==> src/rtl/imp_pkg.sv <==
`timescale 1ns / 1ps
// ----------------------------------------------------------------------------
// imp_pkg
// Types and codes shared by the integer matrix product block.
// ----------------------------------------------------------------------------
package imp_pkg;

    localparam int DIM_W   = 5;
    localparam int IDX_W   = 4;
    localparam int DATA_W  = 32;
    localparam int MAX_DIM = 16;

    localparam logic [DIM_W-1:0] DIM_RESET = 5'd16;

    typedef enum logic [1:0] {
        MODE_WRITE_A = 2'd0,
        MODE_WRITE_B = 2'd1,
        MODE_REQUEST = 2'd2
    } mode_t;

    typedef struct packed {
        mode_t                    mode;
        logic [IDX_W-1:0]         row_index;
        logic [IDX_W-1:0]         col_index;
        logic signed [DATA_W-1:0] element_value;
    } req_item_t;

    typedef struct packed {
        logic signed [DATA_W-1:0] product_value;
        logic                     index_error;
    } rsp_item_t;

    typedef enum logic [1:0] {
        ST_IDLE,
        ST_RUN,
        ST_DRAIN,
        ST_PUT
    } state_t;

    typedef struct packed {
        logic clear;
        logic step;
    } mac_ctrl_t;

endpackage

==> src/rtl/imp_mac.sv <==
`timescale 1ns / 1ps
// ----------------------------------------------------------------------------
// imp_mac
// Shared multiply-accumulate unit: registered 32x32 product, then wrapped add.
// ----------------------------------------------------------------------------
module imp_mac (
    input  logic                          clk,
    input  logic                          rst_n,
    input  imp_pkg::mac_ctrl_t            ctrl,
    input  logic [imp_pkg::DATA_W-1:0]    a_data,
    input  logic [imp_pkg::DATA_W-1:0]    b_data,
    output logic [imp_pkg::DATA_W-1:0]    acc,
    output logic                          busy
);

    import imp_pkg::*;

    logic              rv_reg;     // RAM data valid this cycle
    logic              pv_reg;     // product register valid
    logic [DATA_W-1:0] prod_reg;
    logic [DATA_W-1:0] prod_next;
    logic [DATA_W-1:0] acc_reg;

    // only the low word of the product is kept
    assign prod_next = a_data * b_data;

    always_ff @(posedge clk or negedge rst_n)
    begin
        if (!rst_n)
        begin
            rv_reg <= 1'b0;
            pv_reg <= 1'b0;
        end
        else
        begin
            rv_reg <= ctrl.step;
            pv_reg <= rv_reg;
        end
    end

    always_ff @(posedge clk)
    begin
        if (rv_reg)
        begin
            prod_reg <= prod_next;
        end
        if (ctrl.clear)
        begin
            acc_reg <= '0;
        end
        else if (pv_reg)
        begin
            acc_reg <= acc_reg + prod_reg;
        end
    end

    assign acc  = acc_reg;
    assign busy = rv_reg | pv_reg;

endmodule

==> config.mk <==
export PLATFORM = sky130hd
export DESIGN_NAME = imp_mac
export DESIGN_NICKNAME = d
export VERILOG_FILES = /design/src/rtl/imp_pkg.sv /design/src/rtl/imp_mac.sv
export SDC_FILE = /design/constraint.sdc
export NUM_CORES = 1
export LEC_CHECK = 0
export ABC_AREA = 1
export BUFFER_PORTS_ARGS = -buffer_cell sky130_fd_sc_hd__clkbuf_2
export CAP_MARGIN = 20
export CORE_MARGIN = 3
export CORE_UTILIZATION = 55
export CTS_CLUSTER_SIZE = 8
export DETAILED_ROUTE_END_ITERATION = 8
export PLACE_DENSITY = 0.78
export RECOVER_POWER = 25
export SLEW_MARGIN = 5
export SYNTH_ARGS = -nofsm -noshare
export SYNTH_HDL_FRONTEND = slang
export SYNTH_SLANG_ARGS = --single-unit
==> constraint.sdc <==
create_clock -name clk -period 1.8 [get_ports clk]
set_input_delay 0.09 -clock clk [delete_from_list [all_inputs] [get_ports clk]]
set_output_delay 0.09 -clock clk [all_outputs]
set_load 0.005 [all_outputs]
# Yosys cells after proc, flatten, opt, wreduce, memory -nomap -nowiden
# Cells that the tools add are included.
[totals]
regBits = 66
output_inout_bits = 33
[op_classes]
addsub = 1
multipliers = 1
n_bitwise = 1
[op_table]
columns = ["op", "n"]
rows = [
  ["adder 32 bit", 1],
  ["multiplier 32 x 32 -> 32 bit", 1],
  ["OR 1 bit", 1],
]

# Depth between registers and ports, before layout
[logic_depth]
word_depth = 1
ltp_mapped = 35

# Worst setup path after synthesis
# OpenSTA, ideal clock, no wires.
[synth_path]
path_kind = "input-to-reg"
start = "input port a_data[12] in the netlist's numbering"
end = "register prod_reg[26], data pin"
arrival_time_ps = 6013
path_slack_ps = -4472
path_stages = 25
path_buffers = 2
cell_sequence = "clkbuf_1 buf_1 nand2_1 fa_1 inv_1 fa_1 inv_1 fa_1 fa_1 inv_1 fa_1 inv_1 fa_1 fa_1 fa_1 inv_1 ha_1 nand2_1 nor3_1 nand4_1 nand3_1 nand3_1 nand2_1 a21oi_1 xnor2_1"
[synth_between]
elab_chain_len = 1
[synth_lines]
columns = ["element", "line_no", "rtl"]
rows = [
  ["from (decl)", "imp_mac.sv:10", "input logic [imp_pkg::DATA_W-1:0] a_data,"],
  ["multiplier 32 x 32 -> 32 bit", "imp_mac.sv:25", "assign prod_next = a_data * b_data;"],
  ["named net prod_next[26]", "imp_mac.sv:21", "logic [DATA_W-1:0] prod_next;"],
  ["to (signal assigned)", "imp_mac.sv:45", "prod_reg <= prod_next;"],
  ["to (decl)", "imp_mac.sv:20", "logic [DATA_W-1:0] prod_reg;"],
]
# The timed path passes the listed nets, and every way through them passes these cells.
# A chain may end at the register's enable or synchronous reset.

# Final worst setup path
[layout_path]
start = "input port a_data[11] in the netlist's numbering"
end = "register prod_reg[31], data pin"
# Same word-level chain as after synthesis.

==> impl_results.md <==
* Slew HR at 0.5139
* Most frequent CP cell: fa_1
* Grt ovf at 0
* Setup_tns at -107.91 ns
* Worst EP required at 1.92 ns
* Chip width at 199.9 um
* Asr flop ratio synth at 0.03030
* Max_cap viols at 0
* Max Slew Vio Count at 0
* Hold Fails Final Rpt at 0
* Sequential fraction of the synthesis area at 0.07990
* Clock-pin slew on the worst setup and hold paths at 0.07 ns
* CTS buffer count at 9
* Startpoint class of the critical path: input port
* CP top delay family: adder cells
* Setup slack at placement at -4.723 ns
* Unique masters post-synth at 47
* Layout cells sized above 1 at 0.3002
* Top FF cell, synth: edfxtp_1
* Num rows at 70
* GRT Overall Usage at 0.3283
* Arrival @ worst endpoint at 6.16 ns
* Pin count of the biggest net entering global routing at 33
* N_diodes at 0
* Fin nets at 3831
* Later-pin clock latency in the skew report at 0.35 ns
* Routed WL at 70.81 mm
* Synth area leaders: fa_1 40%, inv_1 15%, nand2_1 14%
* Iter 0 DRT Violations at 1277
* Clock root buffer master: clkbuf_16
* Worst setup startpoint: a_data[11]
* Max Clk Rate at 165.6 MHz
* Core Footprint at 36790 sq um
* Hold slack at 0.05205 ns
* Detail Placement HPWL at 52.28 mm
* Worst hold path class: in2async
* Reg-to-Reg Start: acc[7]$_SDFFE_PP0P_
* Clock Skew at 0.01241 ns
* Period utilization at 3.355
* Yosys top cell area share at 0.3961
* CTS tree: built
* CP endpoint kind: flip-flop
* Final setup viols at 55
* Top cells by count, synth: 802 x inv_1, 761 x nand2_1, 409 x fa_1
* Most frequent cell after synthesis: inv_1
* Die area at 39940 sq um
* Ports at 101
* Critical path class: in2reg
* R2R Setup Slk at -0.44 ns
* Capture point of the critical path: prod_reg[31]$_DFFE_PP_
* Worst-path fanout max at 7
* Worst path max stage delay at 0.59 ns
* Synth Cell Area at 20670 sq um
* Cell accounting for the most synthesized area: fa_1
* Vias in the first global route at 20670
* PortBufs at 100
* Max clock buf depth at 2
* Yosys reg bits at 66
* EDFF count, synth at 32
* Status: complete, but fails checks
* Filler Cell Count at 2356
* Reg2Reg Depth at 13
* Slew @ Worst Pin at 0.7292 ns
* Initial Util at 0.5619
* Period minus WS final at 6.039 ns
* Net Count, Synth at 3386
* Sink Count at 66
* Failing checks: setup timing
* Yosys warns at 0
* Syn avg cell area at 7.503 sq um
* Levels on crit path at 25
* DR WL/cell at 19.28 um
* Via count at 19880
* # H-tree levels at 3
* Antenna violations before repair at 0
* Die Ht at 199.9 um
* Post-route ant nets at 0
* FF-to-FF End: acc[18]$_SDFFE_PP0P_
* DR pass1 iterations at 6
* Post-Syn Instances at 2755
* Routability cong. at 0.9828
* First-pass GRT wire length at 103.1 mm
* Buf/Inv on CP at 9
* Highest-delay cell along the critical path: fa_1
* DR vias/cell at 5.411
* Layout area overhead at 35.93%
* RSZ-0062 raised after global routing: true
* Worst Slack Setup Final at -4.239 ns
* # DRC at 0
[metal layers]
metal | routed length, um | track usage | vias to the layer above
met2 | 35370 | 0.5881 | 1043
met5 | 0 | 0 | -
met3 | 5638 | 0.05052 | 362
met1 | 24870 | 0.3955 | 9698
met4 | 4935 | 0.1409 | 0
li1 | - | - | 8773
[worst min path at each step]
stage	from	end	slack, ns	depth (start not counted)
floorplan	rst_n	pv_reg$_DFF_PN0_	-0.21	0
global placement	rst_n	rv_reg$_DFF_PN0_	-0.12	1
detailed placement	rst_n	pv_reg$_DFF_PN0_	-0.12	1
CTS	rst_n	pv_reg$_DFF_PN0_	0.05	2
global route	rst_n	pv_reg$_DFF_PN0_	0.07	2
finish	rst_n	pv_reg$_DFF_PN0_	0.05	2
[layout make-up]
class	count	area (sq um)	share of cell area
inverters	802	3015	0.1073
clock buffers	9	225.2	0.008016
flip-flops and latches	66	1652	0.05878
clock inverters	7	101.3	0.003607
repair buffers	549	4572	0.1627
multi-input cells	1772	17940	0.6387
well taps	468	585.6	0.02084
[per-stage QoR]
step,cells,utilization,instance area (sq um)
2_1_floorplan,2755,-,21800
3_3_place_gp,3590,0.6815,25070
3_5_place_dp,3590,0.6815,25070
4_1_cts,3639,0.7281,26780
5_1_grt,3673,0.7638,28100
6_report,3673,0.7638,28100
[what timing repair did]
action | in CTS | in global routing
buffers inserted | 36 | 38
resized for setup | 268 | 279
endpoints found under the setup margin | 55 | 56
endpoints found under the hold margin | 3 | 0
pin swaps | 125 | 164
cloned | 0 | 3
hold buffers | 2 | 0
[cell families (layout without fill, tap and decap cells)]
logic type               Yosys count  in the layout  share of synthesized area
AO/OA/AOI/OAI                    168            168                    0.04752
XOR/XNOR                          62             62                    0.02663
adder cells (fa/ha/maj)          563            563                     0.4893
buffers and inverters            917           1367                     0.1691
flip-flops                        66             66                    0.07990
AND/OR/NAND/NOR                  979            979                     0.1875
[placed cells by master, fill, tap and decap left out, types with 11 or more instances in the layout]
cell       instances
nor2_1            86
nand3_1           44
inv_2             49
fa_2              29
xnor2_1           17
o21ai_2           13
fa_1             380
a21oi_2           39
nand2_4           30
buf_12            24
clkbuf_4          17
ha_4              76
buf_4            353
xor2_1            30
clkbuf_16         12
a21oi_4           16
clkbuf_2          64
ha_1              76
nor2_2            16
buf_6             62
a21oi_1           13
o21ai_0           12
dfxtp_1           32
nand2_2           44
nand3_2           22
nand4_1           13
nor2_4            11
inv_1            751
edfxtp_1          32
nand2_1          685
o21ai_1           31
Power is left out: the tool's default activity adds up to more than one toggle a clock period on the data nets, which glitch-free logic cannot reach.
